**config.mk**
```make
export PLATFORM = sky130hd
export DESIGN_NAME = signed_shift_add_mul_div_unit_core
export DESIGN_NICKNAME = d
export VERILOG_FILES = /design/src/hw/rtl/ssamd_pkg.sv /design/src/hw/rtl/signed_shift_add_mul_div_unit_core.sv /design/src/hw/rtl/ssamd_seq.sv /design/src/hw/rtl/ssamd_dp.sv
export VERILOG_INCLUDE_DIRS = /design/src /design/src/hw/rtl
export SDC_FILE = /design/constraint.sdc
export NUM_CORES = 1
export LEC_CHECK = 0
export ABC_AREA = 1
export BUFFER_PORTS_ARGS = -buffer_cell sky130_fd_sc_hd__buf_2
export CAP_MARGIN = 20
export CORE_ASPECT_RATIO = 0.9
export CORE_MARGIN = 4
export CORE_UTILIZATION = 45
export CTS_CLUSTER_SIZE = 30
export DETAILED_ROUTE_END_ITERATION = 8
export PLACE_DENSITY = 0.64
export RECOVER_POWER = 100
export SYNTH_ARGS = -nofsm -noshare
export SYNTH_HDL_FRONTEND = slang
export SYNTH_SLANG_ARGS = --single-unit
```
**constraint.sdc**
```tcl
create_clock -name clk -period 11.9 [get_ports clk]
set_input_delay 1.19 -clock clk [delete_from_list [all_inputs] [get_ports clk]]
set_output_delay 1.19 -clock clk [all_outputs]
set_load 0.05 [all_outputs]
```
**src/hw/rtl/assert_macros.svh**
```systemverilog
// assertion helpers shared by the rtl modules
// expects a clock named clk and an active-low reset named rst_n in scope
`ifndef ASSERT_MACROS_SVH
`define ASSERT_MACROS_SVH

// same-cycle implication, checked outside reset
`define SSAMD_ASSERT_NOW(label, ante, cons) \
  label: assert property (@(posedge clk) disable iff (!rst_n) (ante) |-> (cons)) \
    else $error("ssamd assertion failed");

// next-cycle implication, checked outside reset
`define SSAMD_ASSERT_NEXT(label, ante, cons) \
  label: assert property (@(posedge clk) disable iff (!rst_n) (ante) |=> (cons)) \
    else $error("ssamd assertion failed");

`endif

```
**src/hw/rtl/ssamd_pkg.sv**
```systemverilog
// shared constants, codes and types of the signed shift-add / shift-subtract unit
// no dependencies
`default_nettype none

package ssamd_pkg;

  localparam int DATA_WIDTH = 32;
  localparam int CNT_W      = $clog2(DATA_WIDTH);

  typedef enum logic [1:0] {
    FUNC_ADD = 2'd0,
    FUNC_SUB = 2'd1,
    FUNC_MUL = 2'd2,
    FUNC_DIV = 2'd3
  } ssamd_func_t;

  typedef enum logic [1:0] {
    ST_IDLE,
    ST_PREP,
    ST_RUN,
    ST_FIX
  } ssamd_state_t;

  // sequencer to datapath
  typedef struct packed {
    logic load;
    logic prep;
    logic step;
    logic finish;
  } ssamd_ctrl_t;

  // datapath to sequencer
  typedef struct packed {
    logic iterate;
  } ssamd_stat_t;

endpackage

`default_nettype wire

```
**src/hw/rtl/signed_shift_add_mul_div_unit_core.sv**
```systemverilog
// top level of the signed add / subtract / multiply / divide unit
// depends on ssamd_pkg, ssamd_seq, ssamd_dp and assert_macros.svh
`default_nettype none

// channel   direction  handshake            payload
// in_       input      in_valid / in_ready   in_func, in_operand_a, in_operand_b
// out_      output     out_valid / out_ready out_result, out_div_by_zero
//
// one transaction at a time: accept in idle, form magnitudes and signs in the prep state, run the
// radix-2 loop over all DATA_WIDTH bits in the run state, then pass through the sign-fix stage
// add, subtract and divides by or of zero skip the loop and go from the prep state to sign fix
// the result is parked in an output register, so the next transaction is taken while it waits;
// the sign-fix stage holds only if that register is still full; rst_n is synchronous, active low

`include "assert_macros.svh"

module signed_shift_add_mul_div_unit_core (
  input  wire                              clk,
  input  wire                              rst_n,
  input  wire                              in_valid,
  output logic                             in_ready,
  input  wire [1:0]                        in_func,
  input  wire [ssamd_pkg::DATA_WIDTH-1:0]  in_operand_a,
  input  wire [ssamd_pkg::DATA_WIDTH-1:0]  in_operand_b,
  output logic                             out_valid,
  input  wire                              out_ready,
  output logic [ssamd_pkg::DATA_WIDTH-1:0] out_result,
  output logic                             out_div_by_zero
);
  import ssamd_pkg::*;

  ssamd_ctrl_t           ctrl;
  ssamd_stat_t           stat;
  logic [DATA_WIDTH-1:0] dp_res;
  logic                  dp_dz;
  logic                  out_free;

  logic                  out_valid_r, out_valid_nxt;
  logic [DATA_WIDTH-1:0] out_result_r;
  logic                  out_dz_r;

  // output slot is free when empty or being drained this cycle
  assign out_free = !out_valid_r || out_ready;

  ssamd_seq u_seq (
    .clk      (clk),
    .rst_n    (rst_n),
    .in_valid (in_valid),
    .in_ready (in_ready),
    .out_free (out_free),
    .stat     (stat),
    .ctrl     (ctrl)
  );

  ssamd_dp u_dp (
    .clk          (clk),
    .rst_n        (rst_n),
    .ctrl         (ctrl),
    .in_func      (in_func),
    .in_operand_a (in_operand_a),
    .in_operand_b (in_operand_b),
    .stat         (stat),
    .res          (dp_res),
    .dz           (dp_dz)
  );

  // output valid: set on finish, cleared when the transaction leaves
  always_comb begin
    out_valid_nxt = out_valid_r;
    priority if (ctrl.finish) begin
      out_valid_nxt = 1'b1;
    end else if (out_ready) begin
      out_valid_nxt = 1'b0;
    end else begin
      out_valid_nxt = out_valid_r;
    end
  end

  always_ff @(posedge clk) begin
    if (!rst_n) begin
      out_valid_r <= 1'b0;
    end else begin
      out_valid_r <= out_valid_nxt;
    end
  end

  // result payload, loaded only on finish
  always_ff @(posedge clk) begin
    if (ctrl.finish) begin
      out_result_r <= dp_res;
      out_dz_r     <= dp_dz;
    end
  end

  assign out_valid       = out_valid_r;
  assign out_result      = out_result_r;
  assign out_div_by_zero = out_dz_r;

  `SSAMD_ASSERT_NOW(a_finish_free, ctrl.finish, out_free)
  `SSAMD_ASSERT_NEXT(a_finish_valid, ctrl.finish, out_valid_r)
  `SSAMD_ASSERT_NEXT(a_busy_after_load, ctrl.load, !in_ready)

endmodule

`default_nettype wire

```
**src/hw/rtl/ssamd_seq.sv**
```systemverilog
// sequencer: state machine and bit counter of the iterative unit
// depends on ssamd_pkg and assert_macros.svh
`default_nettype none

`include "assert_macros.svh"

module ssamd_seq (
  input  wire                 clk,
  input  wire                 rst_n,
  input  wire                 in_valid,
  output logic                in_ready,
  input  wire                 out_free,
  input  ssamd_pkg::ssamd_stat_t stat,
  output ssamd_pkg::ssamd_ctrl_t ctrl
);
  import ssamd_pkg::*;

  ssamd_state_t     state_r, state_nxt;
  logic [CNT_W-1:0] cnt_r, cnt_nxt;

  always_ff @(posedge clk) begin
    if (!rst_n) begin
      state_r <= ST_IDLE;
      cnt_r   <= '0;
    end else begin
      state_r <= state_nxt;
      cnt_r   <= cnt_nxt;
    end
  end

  always_comb begin
    state_nxt   = state_r;
    cnt_nxt     = cnt_r;
    ctrl        = '0;
    in_ready    = 1'b0;
    unique case (state_r)
      ST_IDLE: begin
        in_ready = 1'b1;
        if (in_valid) begin
          ctrl.load = 1'b1;
          state_nxt = ST_PREP;
        end
      end
      ST_PREP: begin
        ctrl.prep = 1'b1;
        if (stat.iterate) begin
          cnt_nxt   = CNT_W'(DATA_WIDTH - 1);
          state_nxt = ST_RUN;
        end else begin
          state_nxt = ST_FIX;
        end
      end
      ST_RUN: begin
        ctrl.step = 1'b1;
        if (cnt_r == '0) begin
          state_nxt = ST_FIX;
        end else begin
          cnt_nxt = cnt_r - 1'b1;
        end
      end
      ST_FIX: begin
        if (out_free) begin
          ctrl.finish = 1'b1;
          state_nxt   = ST_IDLE;
        end
      end
      default: state_nxt = ST_IDLE;
    endcase
  end

  `SSAMD_ASSERT_NEXT(a_run_ends, (state_r == ST_RUN) && (cnt_r == '0), state_r == ST_FIX)
  `SSAMD_ASSERT_NOW(a_prep_after_load, ctrl.prep, $past(ctrl.load))

endmodule

`default_nettype wire

```
**src/hw/rtl/ssamd_dp.sv**
```systemverilog
// datapath: operand shift registers, accumulator / partial remainder, sign fix
// depends on ssamd_pkg and assert_macros.svh
`default_nettype none

`include "assert_macros.svh"

module ssamd_dp (
  input  wire                              clk,
  input  wire                              rst_n,
  input  ssamd_pkg::ssamd_ctrl_t           ctrl,
  input  wire [1:0]                        in_func,
  input  wire [ssamd_pkg::DATA_WIDTH-1:0]  in_operand_a,
  input  wire [ssamd_pkg::DATA_WIDTH-1:0]  in_operand_b,
  output ssamd_pkg::ssamd_stat_t           stat,
  output logic [ssamd_pkg::DATA_WIDTH-1:0] res,
  output logic                             dz
);
  import ssamd_pkg::*;

  localparam int W = DATA_WIDTH;

  ssamd_func_t   func_r;
  logic [W-1:0]  opa_r, opa_nxt;   // multiplicand, or dividend then quotient
  logic [W-1:0]  opb_r, opb_nxt;   // multiplier bits, or divisor
  logic [W-1:0]  acc_r, acc_nxt;   // sum, difference, product or partial remainder
  logic          neg_r, neg_nxt;
  logic          quo_r, quo_nxt;   // final value sits in opa
  logic          dz_r, dz_nxt;

  logic          a_neg, b_neg, a_zero, b_zero;
  logic [W-1:0]  mag_a, mag_b, fin;
  logic [W:0]    rem_sh, rem_sub;
  logic          ge;

  assign a_neg  = opa_r[W-1];
  assign b_neg  = opb_r[W-1];
  assign a_zero = (opa_r == '0);
  assign b_zero = (opb_r == '0);
  assign mag_a  = a_neg ? (W'(0) - opa_r) : opa_r;
  assign mag_b  = b_neg ? (W'(0) - opb_r) : opb_r;

  assign stat.iterate = (func_r == FUNC_MUL) || ((func_r == FUNC_DIV) && !a_zero && !b_zero);

  // restoring step, one bit wider so the doubled remainder cannot overflow
  assign rem_sh  = {acc_r, opa_r[W-1]};
  assign ge      = (rem_sh >= {1'b0, opb_r});
  assign rem_sub = rem_sh - {1'b0, opb_r};

  always_comb begin
    opa_nxt = opa_r;
    opb_nxt = opb_r;
    acc_nxt = acc_r;
    neg_nxt = neg_r;
    quo_nxt = quo_r;
    dz_nxt  = dz_r;
    priority if (ctrl.load) begin
      opa_nxt = in_operand_a;
      opb_nxt = in_operand_b;
      dz_nxt  = 1'b0;
    end else if (ctrl.prep) begin
      neg_nxt = 1'b0;
      quo_nxt = 1'b0;
      acc_nxt = '0;
      unique case (func_r)
        FUNC_ADD: acc_nxt = opa_r + opb_r;
        FUNC_SUB: acc_nxt = opa_r - opb_r;
        FUNC_MUL: begin
          opa_nxt = mag_a;
          opb_nxt = mag_b;
          neg_nxt = a_neg ^ b_neg;
        end
        FUNC_DIV: begin
          if (!a_zero && b_zero) begin
            dz_nxt = 1'b1;
          end else if (!a_zero) begin
            opa_nxt = mag_a;
            opb_nxt = mag_b;
            neg_nxt = a_neg ^ b_neg;
            quo_nxt = 1'b1;
          end
        end
        default: acc_nxt = '0;
      endcase
    end else if (ctrl.step) begin
      if (func_r == FUNC_MUL) begin
        acc_nxt = acc_r + (opb_r[0] ? opa_r : '0);
        opa_nxt = {opa_r[W-2:0], 1'b0};
        opb_nxt = {1'b0, opb_r[W-1:1]};
      end else begin
        acc_nxt = ge ? rem_sub[W-1:0] : rem_sh[W-1:0];
        opa_nxt = {opa_r[W-2:0], ge};
      end
    end else begin
      // idle or waiting on the output: every register holds
    end
  end

  always_ff @(posedge clk) begin
    if (!rst_n) begin
      dz_r <= 1'b0;
    end else begin
      dz_r <= dz_nxt;
    end
  end

  always_ff @(posedge clk) begin
    if (ctrl.load) begin
      func_r <= ssamd_func_t'(in_func);
    end
    opa_r <= opa_nxt;
    opb_r <= opb_nxt;
    acc_r <= acc_nxt;
    neg_r <= neg_nxt;
    quo_r <= quo_nxt;
  end

  assign fin = quo_r ? opa_r : acc_r;
  assign res = neg_r ? (W'(0) - fin) : fin;
  assign dz  = dz_r;

  `SSAMD_ASSERT_NOW(a_dz_only_div, dz_r, func_r == FUNC_DIV)
  `SSAMD_ASSERT_NOW(a_dz_zero_res, dz_r && !ctrl.load, res == '0)

endmodule

`default_nettype wire

```
==> results.sh, run 1 <==
export IMPL_rsz0062_at_grt="false"
export IMPL_die_h_microns=192
export IMPL_yosysUniqueCellTypes=60
export IMPL_worst_slew_pin_slew_ns=3.87
export IMPL_gp_congestion=1.01
export IMPL_yosys_warnings=0
export IMPL_wire_per_inst_microns=21.8
export IMPL_synth_nets=2872
export IMPL_via_per_inst=5.76
export IMPL_io_pins=105
export IMPL_initial_core_util=0.460
export IMPL_run_status="finished, violations left"
export IMPL_finalSetupViolCount=0
export IMPL_cts_buffers=17
export IMPL_postSynthAreaPerCell_sq_um=6.25
export IMPL_finClkSkew_ns=0.0113
export IMPL_hold_buffers=0
export IMPL_wirelength_microns=71100
export IMPL_violations="max-capacitance violations, max-slew violations"
export IMPL_vias=18800
export IMPL_drc_errors=0
export IMPL_cp_arrival_ns=7.30
export IMPL_critical_path_required_ns=12.01
export IMPL_cts_setup_buffers=0
export IMPL_synth_ff_type="edfxtp_1"
export IMPL_hold_viol=0
export IMPL_hold_path_class="register to register"
export IMPL_max_stage_delay_ns=2.73
export IMPL_tns_ns=0
export IMPL_syn_to_final_growth_pct=8.06
export IMPL_first_iter_violations=2225
export IMPL_clock_sinks=142
export IMPL_fin_nets=2951
export IMPL_grt_usage=0.343
export IMPL_first_pass_iters=7
export IMPL_synth_most_common_cell="nand2_1"
export IMPL_synth_common_cells="nand2_1 (767), inv_1 (392), nor2_1 (278), a21oi_1 (230), nand3_1 (198)"
export IMPL_fmax_mhz=139
export IMPL_synthTopCellsByArea="edfxtp_1 (24%), nand2_1 (17%), inv_1 (8.7%), ha_1 (7.9%), a21oi_1 (6.8%)"
export IMPL_first_global_vias=17100
export IMPL_clockBufferDepth=2
export IMPL_cpMaxStageDelayCell="clkbuf_1"
export IMPL_grt_pass1_wl_microns=104000
export IMPL_hpwl_microns=57600
export IMPL_slew_violations=410
export IMPL_crit_fanout=80
export IMPL_yosysSeqAreaShare=0.248
export IMPL_post_route_util=0.498
export IMPL_drv_cap=8
export IMPL_r2r_slack_ns=4.71
export IMPL_die_x_microns=212
export IMPL_coreArea_sq_um=36600
export IMPL_crit_type="register to register"
export IMPL_post_synth_instance_area_sq_um=16800
export IMPL_grt_max_degree=81
export IMPL_port_buffers=104
export IMPL_synth_seq_cells=142
export IMPL_crit_chain="inv_1, ha_1, clkbuf_1, clkinv_1, clkbuf_1, nor2_2, inv_1, nand4_1, a21oi_1, buf_4"
export IMPL_cts_tree="done"
export IMPL_post_cts_resized=0
export IMPL_h_tree_depth=4
export IMPL_drive_gt1_frac=0.0639
export IMPL_synth_edff_count=133
export IMPL_clkTransAtPathRegs_ns=0.07
export IMPL_overflow=0
export IMPL_worstSkewPairLatency_ns=0.47
export IMPL_ant_nets=0
export IMPL_antenna_found_initial=2
export IMPL_diodes=0
export IMPL_root_buffer="clkbuf_16"
export IMPL_synth_cells=2693
export IMPL_fin_crit_sh=0.604
export IMPL_worstSetupEndpointType="register"
export IMPL_async_reset_ff_frac=0
export IMPL_synth_top_cell_area_share=0.237
export IMPL_relSlewSlack=-1.58
export IMPL_design_die_area_sq_um=40600
export IMPL_cp_start_kind="register"
export IMPL_yosysTopAreaCell="edfxtp_1"
export IMPL_min_period_ns=7.19
export IMPL_row_count=66
## cell type report
class                   instances  area [sq um]
clock inverters                15           150
multi-input cells            2085         10700
well taps                     476           596
fillers                      3941         18400
clock buffers                  17           425
repair buffers                123           596
flip-flops and latches        142          4170
inverters                     403          1510
## placed cells by master (no fill, tap or decap), types with 7 or more instances in the layout
cell and instances:
a21oi_1 230, a31oi_1 23, and2_1 7, buf_2 68, buf_4 10, clkbuf_1 44
clkbuf_16 17, clkinv_1 7, dfxtp_1 9, edfxtp_1 133, ha_1 106, inv_1 391
nand2_1 770, nand3_1 198, nand3b_1 23, nand4_1 30, nor2_1 282, nor2_2 14
nor3_1 42, o211ai_1 7, o21a_1 9, o21ai_0 149, o21ai_1 26, o21ai_2 13
o22a_1 9, or2_2 11, xnor2_1 11, xor2_1 61
## logic make-up (layout without fill, tap and decap cells)
group	after synthesis	after routing	share of synthesized area
xor gates and xnor gates	73	73	0.0384
adders and majority gates	109	109	0.0823
and+or+nand+nor	1411	1411	0.360
buffers and inverters	466	558	0.110
DFF	142	142	0.248
AOI/OAI and AO/OA	492	492	0.161
## path summary, 6_finish.rpt
| path | start | end | depth (start not counted) |
|---|---|---|---|
| worst min-delay path | u_dp.dz | out_div_by_zero | 0 |
| worst max register to register | u_seq.state_r[1] | u_dp.opa_r[26] | 10 |
| worst max-delay path | u_seq.state_r[1] | u_dp.opa_r[26] | 10 |
| worst min register to register | u_dp.dz | out_div_by_zero | 0 |
## routing by layer
metal,GRT usage,up-vias,share of wire
met2,0.507,911,0.42
met4,0.155,0,0.052
met3,0.0642,147,0.093
li1,-,9008,-
met1,0.485,8706,0.44
met5,0,-,0
## critical path: cells and delay by family, from the launching register on
family | cells | cell delay [ns]
buf+inv | 6 | 4.87
simple gates | 2 | 1.20
flops | 1 | 0.36
fa+ha+maj | 1 | 0.19
compound gates | 1 | 0.18
## registers in the layout, summed over array words and instances, names as in the netlist
signal           flops
out_result          32
u_dp.acc_r          32
u_dp.opa_r          32
u_dp.opb_r          32
u_seq.cnt_r          5
u_dp.func_r          2
u_seq.state_r        2
out_div_by_zero      1
out_valid            1
u_dp.dz              1
u_dp.neg_r           1
u_dp.quo_r           1
## through the flow
| stage | hold WS (ns) | instances | area [sq um] | setup WS [ns] |
|---|---|---|---|---|
| after floorplan | 0.408 | 2693 | 16800 | 7.27 |
| after global placement | 0.413 | 3227 | 17800 | 7.45 |
| after detailed placement | 0.420 | 3227 | 17800 | 7.45 |
| after CTS | 0.437 | 3259 | 18400 | 7.43 |
| after global routing | 0.449 | 3261 | 18200 | 4.28 |
| final | 0.435 | 3261 | 18200 | 4.71 |
Power of run 1 is not shown: default switching activity piles up to over one toggle a cycle in this logic, so the estimate is an artifact.
==> run 2, diff against run 1 <==
- clock period: 11.9 -> 6.8 ns (I/O delays scaled with it)
==> run 2 against run 1 <==
The run still ends with max-capacitance violations, max-slew violations left. Non-clock buffer count unchanged. Count of clock-buffer cells in the layout grew 5. Design area about the same. First-iteration DRC count is 19% lower. Sequential cell count unchanged. Utilization barely moved. Clock skew rose by 0.0055 ns. Maximum frequency grew 37%. Critical path depth up 1. Register-to-register slack got worse by 3.1 ns. Die area unchanged. Largest cell class unchanged.
==> results.sh, run 2 (synthesis gave the netlist of run 1 again) <==
export IMPL_first_pass_iters=6
export IMPL_finClkSkew_ns=0.0168
export IMPL_crit_type="register to register"
export IMPL_worstSetupEndpointType="register"
export IMPL_cp_arrival_ns=5.40
export IMPL_drv_cap=6
export IMPL_vias=18700
export IMPL_port_buffers=104
export IMPL_syn_to_final_growth_pct=8.09
export IMPL_cts_setup_buffers=0
export IMPL_fin_crit_sh=0.770
export IMPL_h_tree_depth=4
export IMPL_r2r_cells=11
export IMPL_clockBufferDepth=2
export IMPL_crit_fanout=80
export IMPL_io_pins=105
export IMPL_drive_gt1_frac=0.0657
export IMPL_post_cts_resized=0
export IMPL_initial_core_util=0.460
export IMPL_first_iter_violations=1805
export IMPL_clkTransAtPathRegs_ns=0.06
export IMPL_fmax_mhz=191
export IMPL_slew_violations=306
export IMPL_die_x_microns=212
export IMPL_post_route_cell_area_sq_um=18200
export IMPL_wire_per_inst_microns=21.6
export IMPL_drc_errors=0
export IMPL_setup_slack_ns=1.56
export IMPL_layout_common_cells="nand2_1 (770), inv_1 (392), nor2_1 (281)"
export IMPL_wirelength_microns=70500
export IMPL_post_place_ws_ns=2.98
export IMPL_finalSetupViolCount=0
export IMPL_run_status="finished, violations left"
export IMPL_fin_nets=2951
export IMPL_mostFrequentLayoutCell="nand2_1"
export IMPL_row_count=66
export IMPL_r2r_start="u_seq.state_r[1]"
export IMPL_die_h_microns=192
export IMPL_hold_path_class="input port to register"
export IMPL_hpwl_microns=56900
export IMPL_worstHoldEndpoint="u_dp.func_r[1]"
export IMPL_cts_tree="done"
export IMPL_r2r_slack_ns=1.56
export IMPL_gp_congestion=1.03
export IMPL_r2r_end="u_dp.opa_r[25]"
export IMPL_relSlewSlack=-1.06
export IMPL_worstSkewPairLatency_ns=0.46
export IMPL_hold_start="in_func[1]"
export IMPL_grt_pass1_wl_microns=104000
export IMPL_grt_max_degree=81
export IMPL_whs_path_depth=1
export IMPL_via_per_inst=5.74
export IMPL_nFillCells=3912
export IMPL_hold_buffers=0
export IMPL_hold_viol=0
export IMPL_placed_area_sq_um=17800
export IMPL_min_period_ns=5.24
export IMPL_root_buffer="clkbuf_16"
export IMPL_clock_sinks=142
export IMPL_hold_worst_slack_ns=0.406
export IMPL_grt_usage=0.339
export IMPL_overflow=0
export IMPL_worst_slew_pin_slew_ns=3.09
export IMPL_cp_start_kind="register"
export IMPL_critical_path_required_ns=6.96
export IMPL_first_global_vias=17100
export IMPL_violations="max-capacitance violations, max-slew violations"
export IMPL_design_die_area_sq_um=40600
export IMPL_ant_nets=0
export IMPL_antenna_found_initial=2
export IMPL_coreArea_sq_um=36600
export IMPL_tns_ns=0
export IMPL_rsz0062_at_grt="false"
export IMPL_cts_buffers=17
[run 2: changes by cell type in the layout (fill, tap and decap cells not counted), moves of 2 or more]
cell / delta
clkinv_1: -3
inv_6: -3
inv_8: -3
buf_4: +2
clkbuf_1: -2
clkbuf_8: +2
clkinv_2: +2
[run 2: worst max-delay path by stage]
stage                     startpoint              to  slack [ns]  cells past startpoint
floorplan           u_seq.state_r[1]  u_dp.opb_r[10]        2.31                      8
global placement       u_dp.opb_r[1]  u_dp.acc_r[31]        2.99                     19
detailed placement     u_dp.opb_r[1]  u_dp.acc_r[25]        2.98                     21
CTS                    u_dp.opb_r[1]  u_dp.acc_r[25]        2.95                     21
global route        u_seq.state_r[1]  u_dp.opa_r[28]        1.28                     11
finish              u_seq.state_r[1]  u_dp.opa_r[25]        1.56                     11
[run 2: cell type report]
class | instances | area [sq um] | area share
inverter | 403 | 1510 | 0.0832
clock inverter | 10 | 73.8 | 0.00405
multi-input combinational | 2085 | 10800 | 0.591
clock buffer | 22 | 485 | 0.0267
antenna | 1 | 2.50 | 0.000137
tap | 476 | 596 | 0.0327
sequential | 142 | 4170 | 0.229
timing repair buffer | 123 | 606 | 0.0333
[run 2: layer usage]
| layer | part of all wire | global-route usage |
|---|---|---|
| met4 | 0.052 | 0.150 |
| met5 | 0.000099 | 0 |
| met3 | 0.091 | 0.0684 |
| met1 | 0.44 | 0.475 |
| met2 | 0.42 | 0.506 |
[run 2: worst max-delay path, stage by stage, from the launching register on]
cell and delay, ns:
dfxtp_1 0.33, inv_1 0.13, ha_1 0.16, clkbuf_1 1.22, clkinvlp_2 0.30, clkbuf_2 1.09
nor2_2 0.37, buf_4 0.33, inv_1 0.37, nand4_1 0.26, a21oi_1 0.06, buf_4 0.28
[run 2: metrics by stage]
stage,util,cells
global placement,0.486,3227
detailed placement,0.486,3227
floorplan,-,2693
finish,0.498,3262
global route,0.498,3261
CTS,0.501,3259
Power of run 2 is left out for the same reason.
